[config.mk]
export PLATFORM = sky130hd
export DESIGN_NAME = stb_ctrl
export DESIGN_NICKNAME = d
export VERILOG_FILES = /design/src/rtl/core/assert_macros.svh /design/src/rtl/core/stb_pkg.sv /design/src/rtl/core/stb_ctrl.sv
export SDC_FILE = /design/constraint.sdc
export NUM_CORES = 1
export LEC_CHECK = 0
export ABC_AREA = 0
export ABC_CLOCK_PERIOD_IN_PS = 1250
export BUFFER_PORTS_ARGS = -buffer_cell sky130_fd_sc_hd__buf_2
export CORE_AREA = 2 2 39 41
export CTS_CLUSTER_SIZE = 12
export DETAILED_ROUTE_END_ITERATION = 8
export DIE_AREA = 0 0 41 43
export PLACE_DENSITY = 0.4
export REMOVE_ABC_BUFFERS = 1
export SYNTH_ARGS = -nofsm -noshare
export SYNTH_HDL_FRONTEND = slang
export SYNTH_SLANG_ARGS = --single-unit
[constraint.sdc]
create_clock -name clk -period 1.25 [get_ports clk]
set_clock_uncertainty 0.05 [all_clocks]
set_input_delay 0.125 -clock clk [delete_from_list [all_inputs] [get_ports clk]]
set_output_delay 0.125 -clock clk [all_outputs]
set_load 0.01 [all_outputs]
[src/rtl/core/assert_macros.svh]
// Assertion macros used by the timer bank datapath.
`ifndef ASSERT_MACROS_SVH
`define ASSERT_MACROS_SVH
// Check a property on every clock edge outside reset.
`define STB_ASSERT(lbl, prop, msg) \
	lbl: assert property (@(posedge clk) disable iff (!arst_n) (prop)) else $error(msg);
// Check that an antecedent implies a consequent in the same cycle.
`define STB_ASSERT_IMP(lbl, ante, cons, msg) \
	lbl: assert property (@(posedge clk) disable iff (!arst_n) (ante) |-> (cons)) else $error(msg);
// Check that an antecedent implies a consequent in the next cycle.
`define STB_ASSERT_NXT(lbl, ante, cons, msg) \
	lbl: assert property (@(posedge clk) disable iff (!arst_n) (ante) |=> (cons)) else $error(msg);
`endif

[src/rtl/core/stb_pkg.sv]
// Types and constants of the software timer bank.
package stb_pkg;
	localparam int NumTimersDefault = 16;
	localparam int MaxOut = 16;
	localparam int CntW = 5;

	typedef enum logic [2:0] {
		OP_TICK = 3'd0,
		OP_CONFIGURE = 3'd1,
		OP_START = 3'd2,
		OP_STOP = 3'd3,
		OP_RESET = 3'd4,
		OP_ELAPSED = 3'd5,
		OP_REMAINING = 3'd6,
		OP_TICK_COUNT = 3'd7
	} op_t;

	typedef enum logic [1:0] {
		ST_IDLE,
		ST_OP,
		ST_SCAN,
		ST_EMIT
	} state_t;

	typedef struct packed {
		logic accept;
		logic do_op;
		logic tick_start;
		logic scan_step;
		logic emit;
	} cmd_t;

	typedef struct packed {
		logic is_tick;
		logic slot_free;
		logic scan_last;
		logic emit_last;
	} status_t;
endpackage

[src/rtl/core/stb_ctrl.sv]
// Sequencer of the timer bank: request intake, tick scan rounds, result issue.
module stb_ctrl (
	input logic clk,
	input logic arst_n,
	input logic req_valid,
	output logic req_ready,
	input stb_pkg::status_t status,
	output stb_pkg::cmd_t cmd
);
	stb_pkg::state_t state_q, state_d;

	always_ff @(posedge clk or negedge arst_n) begin
		if (!arst_n) begin
			state_q <= stb_pkg::ST_IDLE;
		end else begin
			state_q <= state_d;
		end
	end

	always_comb begin
		state_d = state_q;
		case (state_q)
			stb_pkg::ST_IDLE: begin
				if (req_valid) state_d = stb_pkg::ST_OP;
			end
			stb_pkg::ST_OP: begin
				if (status.is_tick) state_d = stb_pkg::ST_SCAN;
				else if (status.slot_free) state_d = stb_pkg::ST_IDLE;
			end
			stb_pkg::ST_SCAN: begin
				if (status.scan_last) state_d = stb_pkg::ST_EMIT;
			end
			stb_pkg::ST_EMIT: begin
				if (status.slot_free) begin
					state_d = status.emit_last ? stb_pkg::ST_IDLE : stb_pkg::ST_SCAN;
				end
			end
			default: state_d = stb_pkg::ST_IDLE;
		endcase
	end

	always_comb begin
		cmd = '0;
		req_ready = 1'b0;
		case (state_q)
			stb_pkg::ST_IDLE: begin
				req_ready = 1'b1;
				cmd.accept = req_valid;
			end
			stb_pkg::ST_OP: begin
				cmd.tick_start = status.is_tick;
				cmd.do_op = !status.is_tick && status.slot_free;
			end
			stb_pkg::ST_SCAN: cmd.scan_step = 1'b1;
			stb_pkg::ST_EMIT: cmd.emit = status.slot_free;
			default: cmd = '0;
		endcase
	end
endmodule

==> key figures, run 1 <==
CTS
  – Clk Latency, worst-skew pair: 220 ps
  – Clk pin slew, worst setup/hold paths: 30 ps
  – CTS tree: built
  – Num CTS Buffers: 3
  – H-tree Lvls: 1
  – Clk buf depth: 2
  – CTS Sinks: 2
  – Root Driver: clkbuf_4

Critical path
  – Flop2flop setup slack: 240 ps
  – Critical Path AT: 1020 ps
  – Crit path max-delay cell type: dfrtp_1
  – Worst reg2reg path startpoint: state_q[0]$_DFFE_PN0P_
  – Critical Path RT: 1080 ps
  – Worst setup EP type: output pin
  – Setup CP Type: reg -> out
  – Crit Path Max Fanout: 4
  – Slowest stage delay, CP: 380 ps
  – Critical Path Start Type: flop
  – Reg2Reg Capture Point: state_q[0]$_DFFE_PN0P_
  – Worst R2R Path Depth: 3
  – Crit-path cells: nand2_1 > nor3_1 > buf_2

Synthesis
  – Seq/Total Area, Yosys: 42.1%
  – Synth Area per Inst: 7.43 um^2
  – Most frequent cell after synthesis: nor2_1
  – Syn. warnings: 0
  – Synth top area cells: dfrtp_1 (42%), nor2_1 (13%), nand2_1 (9.5%), nor3_1 (8.4%), a221oi_1 (7.4%)
  – Cells after synthesis: 16
  – Mapped cell area: 119 um^2
  – Ys async rst share: 100%
  – Synth top area share: 42.1%
  – Dominant synthesized flop cell: dfrtp_1
  – Netlist cell types: 9
  – Largest area contributor in the synthesized netlist: dfrtp_1
  – Yosys reg bits: 2
  – Post-synth EDFFs: 0
  – Most frequent cells after synthesis: nor2_1 (4), nand2_1 (3), dfrtp_1 (2), nor3_1 (2)

Global routing
  – Global Route Usage Sum: 7.02%
  – Vias in the first global route: 181
  – First-pass GRT wire length: 655 um
  – Pin count of the biggest net entering global routing: 6
  – Grt total ovfl: 0
  – Initial antenna violation count: 0

Timing
  – Unrepaired setup endpoints after global routing: yes
  – Fmax: 838 MHz
  – Final setup fails: 0
  – Final hold slack: 78.8 ps
  – Final Hold Fails: 0
  – Pins over their slew limit: 0
  – Final min period: 1190 ps
  – Slew margin rel.: 84.1%
  – Worst-Margin Slew: 238 ps
  – Final Cycle Share: 95.5%

Floorplan
  – Starting Density: 8.59%
  – DIE WIDTH: 41 um
  – Ports: 13
  – DIE AREA: 0.00176 mm^2
  – Core area: 0.00138 mm^2
  – DIE HEIGHT: 43 um
  – Cell Rows: 14

Hold path
  – Critical hold path startpoint: status[2]
  – Worst Hold Path Cells: 2
  – Hold endpoint: state_q[0]$_DFFE_PN0P_
  – Hold WC Path Type: in -> reg

Finish
  – Fin util: 17.5%
  – Largest registers: state_q (2)
  – Final instance area: 241 um^2
  – Fill count: 157
  – Area delta synth->final: 103%
  – Finished Layout Cells: 49
  – Largest register FFs: 2
  – Nets@finish: 42
  – Largest register by flop count: state_q
  – Layout cell share with drive strength beyond 1: 54.5%
  – N_diodes: 0

Pwr
  – Max VDD drop: 0.000425 V
  – Net switching power figure: 212 uW
  – Power density over the cells: 2230 mW/mm^2
  – Clk pwr share: 25.4%
  – Sw frac: 39.3%
  – Sequential power share: 26.1%
  – Logic pwr share: 48.5%
  – Static Leak: 0.000131 uW
  – Internal power: 327 uW

Route
  – Drt first pass iters: 4
  – DR top layer: met4
  – First DRT Iteration DRCs: 4
  – DR DRC count: 0
  – Met3 wire length: 25 um
  – Wire per inst: 8.41 um
  – Vias: 180
  – Met2 WL post-DR: 206 um
  – Final Routed Wirelength: 412 um
  – Routed met1 length: 153 um
  – Post-route ant nets: 0
  – Post-DR vias/cell: 3.67

Placement
  – Placed cell areas: 199 um^2
  – Gpl congestion: 0.664
  – Dpl cells: 44
  – I/O Buffers: 12

Status
  – Outcome: finished, final reports clean

Run
  – Maxcap violations: 0
-- routing by layer --
layer,up-vias,global-route usage [%]
li1,90,-
met1,80,5.45
met2,8,8.13
met3,2,3.14
met4,0,14.0
met5,-,0
-- logic make-up after synthesis --
logic type,Yosys count,synth area share [%]
buffers and inverters,1,3.15
flip-flops,2,42.1
AND/OR/NAND/NOR,10,35.8
AO/OA/AOI/OAI,3,18.9
-- final cells by class --
cell class                 count  area, um^2  share of cell area [%]
multi-input combinational     13        67.6                    28.0
sequential                     2        50.0                    20.7
clock buffer                   3        22.5                    9.33
inverter                       1        3.75                    1.55
tap                           16        20.0                    8.29
timing repair buffer          14        77.6                    32.1
-- how the worst max path moves through the flow --
| stage | endpoint | depth (start not counted) | start | slack [ps] |
|---|---|---|---|---|
| after floorplan | cmd[4] | 2 | state_q[0]$_DFFE_PN0P_ | 260 |
| after global placement | cmd[3] | 3 | state_q[0]$_DFFE_PN0P_ | 230 |
| after detailed placement | state_q[0]$_DFFE_PN0P_ | 3 | state_q[0]$_DFFE_PN0P_ | 200 |
| after CTS | cmd[4] | 3 | state_q[1]$_DFFE_PN0P_ | 60 |
| after global routing | cmd[4] | 3 | state_q[1]$_DFFE_PN0P_ | -1 |
| final | cmd[3] | 3 | state_q[0]$_DFFE_PN0P_ | 60 |
-- critical path: cells and delay by family, from the launching register on --
family	cells	cell delay, ps
flip-flops	1	380
buffers and inverters	1	150
AND/OR/NAND/NOR	2	260
-- cells in the final DEF (no fill, tap or decap) --
cell type,n
buf_2,12
nor2_1,3
nand2_1,3
clkbuf_4,3
nor3_1,2
dfrtp_1,2
inv_2,1
nor2_2,1
and2_1,1
o21ai_1,1
a221oi_1,1
a2bb2oi_1,1
dlygate4sd3_1,1
buf_4,1
-- power groups by stage --
| stage | sequential [uW] | combinational (uW) | clock [uW] |
|---|---|---|---|
| after floorplan | 136 | 138 | 0 |
| after global placement | 144 | 222 | 0 |
| after detailed placement | 146 | 221 | 0 |
| after CTS | 133 | 262 | 144 |
| after global routing | 145 | 295 | 151 |
| final | 141 | 261 | 137 |
-- per-stage QoR --
stage,total power [uW],setup TNS (ps),setup WS (ps)
finish,538,0,56.7
global route,592,-1.47,-1.47
CTS,539,0,57.6
detailed placement,367,0,205
global placement,366,0,227
floorplan,274,0,260
-- what timing repair did --
item	in CTS	in global routing
buffers inserted	1	0
endpoints found under the hold margin	2	0
gates resized for setup	0	2
setup endpoints to repair	1	1
hold buffers	1	0
pin swaps	0	0
No activity file was read; power rests on OpenSTA's default activity.
==> run 2, diff against run 1 <==
--- a/config.mk
+++ b/config.mk
@@ -9,10 +9,10 @@
 export ABC_CLOCK_PERIOD_IN_PS = 1250
 export BUFFER_PORTS_ARGS = -buffer_cell sky130_fd_sc_hd__buf_2
 export CORE_AREA = 2 2 39 41
-export CTS_CLUSTER_SIZE = 12
 export DETAILED_ROUTE_END_ITERATION = 8
 export DIE_AREA = 0 0 41 43
 export PLACE_DENSITY = 0.4
+export RECOVER_POWER = 25
 export REMOVE_ABC_BUFFERS = 1
 export SYNTH_ARGS = -nofsm -noshare
 export SYNTH_HDL_FRONTEND = slang
==> run 2 against run 1 <==
Routed wire length stayed put. Sequential share of layout area increased by 0.11 points. Utilization decreased by 0.090 points. First-iteration DRC count is the same. Clock-buffer cell count stayed put. Cell area decreased by 0.52%. Highest routed layer unchanged. Largest cell class unchanged.
==> key figures, run 2 (synthesis results as in run 1) <==
Status
  – Outcome: finished, final reports clean (unchanged)

Route
  – Post-route ant nets: 0 (unchanged)
  – Drt first pass iters: 4 (unchanged)
  – First DRT Iteration DRCs: 4 (unchanged)
  – Post-DR vias/cell: 3.67 (unchanged)
  – Vias: 180 (unchanged)
  – Wire per inst: 8.41 um (unchanged)
  – Final Routed Wirelength: 412 um (unchanged)
  – DR DRC count: 0 (unchanged)

Finish
  – N_diodes: 0 (unchanged)
  – Final instance area: 240 um^2 (was 241 um^2)
  – Largest registers: state_q (2) (unchanged)
  – Most frequent cells in the layout: buf_2 (11), nor2_1 (3), nand2_1 (3), clkbuf_4 (3) (was buf_2 (12), nor2_1 (3), nand2_1 (3), clkbuf_4 (3))
  – Largest register FFs: 2 (unchanged)
  – Commonest non-fill, non-tap cell in the layout: buf_2 (unchanged)
  – Largest register by flop count: state_q (unchanged)
  – Area delta synth->final: 102% (was 103%)
  – Fin util: 17.4% (was 17.5%)
  – Layout cell share with drive strength beyond 1: 51.5% (was 54.5%)
  – Nets@finish: 42 (unchanged)

Floorplan
  – Starting Density: 8.59% (unchanged)
  – DIE WIDTH: 41 um (unchanged)
  – DIE AREA: 0.00176 mm^2 (unchanged)
  – Cell Rows: 14 (unchanged)
  – Core area: 0.00138 mm^2 (unchanged)
  – DIE HEIGHT: 43 um (unchanged)
  – Ports: 13 (unchanged)

Global routing
  – Grt total ovfl: 0 (unchanged)
  – Global Route Usage Sum: 7.02% (unchanged)
  – First-pass GRT wire length: 655 um (unchanged)
  – Pin count of the biggest net entering global routing: 6 (unchanged)
  – Vias in the first global route: 181 (unchanged)
  – Initial antenna violation count: 0 (unchanged)

Hold path
  – Hold endpoint: state_q[0]$_DFFE_PN0P_ (unchanged)
  – Hold WC Path Type: in -> reg (unchanged)
  – Critical hold path startpoint: status[2] (unchanged)
  – Worst Hold Path Cells: 2 (unchanged)

Critical path
  – Reg2Reg Capture Point: state_q[0]$_DFFE_PN0P_ (unchanged)
  – Slowest stage delay, CP: 380 ps (about the same)
  – Setup CP Type: reg -> out (unchanged)
  – Flop2flop setup slack: 240 ps (about the same)
  – Worst setup EP type: output pin (unchanged)
  – Critical Path Start Type: flop (unchanged)
  – CP delay by family, top: flip-flops (unchanged)
  – Worst Path Buf+Inv: 1 (unchanged)
  – Crit-path cells: nand2_1 > nor3_1 > buf_2 (unchanged)
  – Critical Path RT: 1080 ps (about the same)
  – Worst reg2reg path startpoint: state_q[0]$_DFFE_PN0P_ (unchanged)
  – Worst R2R Path Depth: 3 (unchanged)
  – Crit path max-delay cell type: dfrtp_1 (unchanged)
  – Critical Path AT: 1020 ps (about the same)
  – Crit Path Max Fanout: 4 (unchanged)

CTS
  – H-tree Lvls: 1 (unchanged)
  – Num CTS Buffers: 3 (unchanged)
  – Clk pin slew, worst setup/hold paths: 30 ps (about the same)
  – Clk buf depth: 2 (unchanged)
  – Root Driver: clkbuf_4 (unchanged)
  – Clk Latency, worst-skew pair: 220 ps (about the same)
  – CTS Sinks: 2 (unchanged)
  – CTS tree: built (unchanged)

Pwr
  – Sw frac: 39.4% (was 39.3%)
  – Internal power: 326 uW (was 327 uW)
  – Static Leak: 0.000128 uW (was 0.000131 uW)
  – Max VDD drop: 0.000425 V (about the same)
  – Logic pwr share: 48.4% (was 48.5%)
  – Sequential power share: 26.1% (about the same)
  – Clk pwr share: 25.4% (about the same)
  – Power density over the cells: 2240 mW/mm^2 (was 2230 mW/mm^2)
  – Net switching power figure: 212 uW (about the same)

Timing
  – Unrepaired setup endpoints after global routing: yes (unchanged)
  – Final min period: 1190 ps (unchanged)
  – Slew margin rel.: 84.1% (unchanged)
  – Final Cycle Share: 95.5% (unchanged)
  – Final Hold Fails: 0 (unchanged)
  – Final hold slack: 78.8 ps (unchanged)
  – Worst-Margin Slew: 238 ps (unchanged)
  – Final setup fails: 0 (unchanged)
  – Pins over their slew limit: 0 (unchanged)
  – Fmax: 838 MHz (unchanged)

Placement
  – I/O Buffers: 12 (unchanged)
  – Gpl congestion: 0.664 (unchanged)
  – Placed cell areas: 199 um^2 (unchanged)

Run
  – Maxcap violations: 0 (unchanged)
run 2: changes by cell type in the layout (fill, tap and decap cells not counted):
cell,change
buf_2,-1
clkbuf_1,+1
run 2: worst max-delay path by stage:
stage,startpoint,end,slack [ps],cells past startpoint
after floorplan,state_q[0]$_DFFE_PN0P_,cmd[4],260,2
after global placement,state_q[0]$_DFFE_PN0P_,cmd[3],230,3
after detailed placement,state_q[0]$_DFFE_PN0P_,state_q[0]$_DFFE_PN0P_,200,3
after CTS,state_q[1]$_DFFE_PN0P_,cmd[4],60,3
after global routing,state_q[1]$_DFFE_PN0P_,cmd[4],-1,3
final,state_q[0]$_DFFE_PN0P_,cmd[3],60,3
run 2: final cells by class:
| class | count | area, um^2 |
|---|---|---|
| clock buffers | 3 | 22.5 |
| repair buffers | 14 | 76.3 |
| fillers | 158 | 1140 |
| well taps | 16 | 20.0 |
| inverters | 1 | 3.75 |
| multi-input cells | 13 | 67.6 |
| flip-flops and latches | 2 | 50.0 |
run 2: power by group through the flow:
stage	sequential (uW)	combinational [uW]	clock (uW)
global placement	144	222	0
global route	145	294	151
CTS	133	262	144
floorplan	136	138	0
finish	141	261	137
detailed placement	146	221	0
run 2: layer usage:
| layer | vias to the layer above | GRT usage (%) | routed length (um) |
|---|---|---|---|
| met2 | 8 | 8.13 | 206 |
| met3 | 2 | 3.14 | 25 |
| met1 | 80 | 5.45 | 153 |
| li1 | 90 | - | - |
| met5 | - | 0 | 0 |
| met4 | 0 | 14.0 | 27 |
run 2: metrics by stage:
step	instances	TNS [ps]	worst slack, ps	total power (uW)
floorplan	16	0	260	274
CTS	49	0	57.6	539
detailed placement	44	0	205	367
finish	49	0	56.7	538
global placement	44	0	227	366
global route	49	-1.47	-1.47	591
run 2: repair_timing:
action | in CTS | in global routing
gates cloned | 0 | 0
endpoints found under the hold margin | 2 | 0
hold buffers | 1 | 0
setup buffers | 1 | 0
resized for setup | 0 | 2
endpoints found under the setup margin | 1 | 1
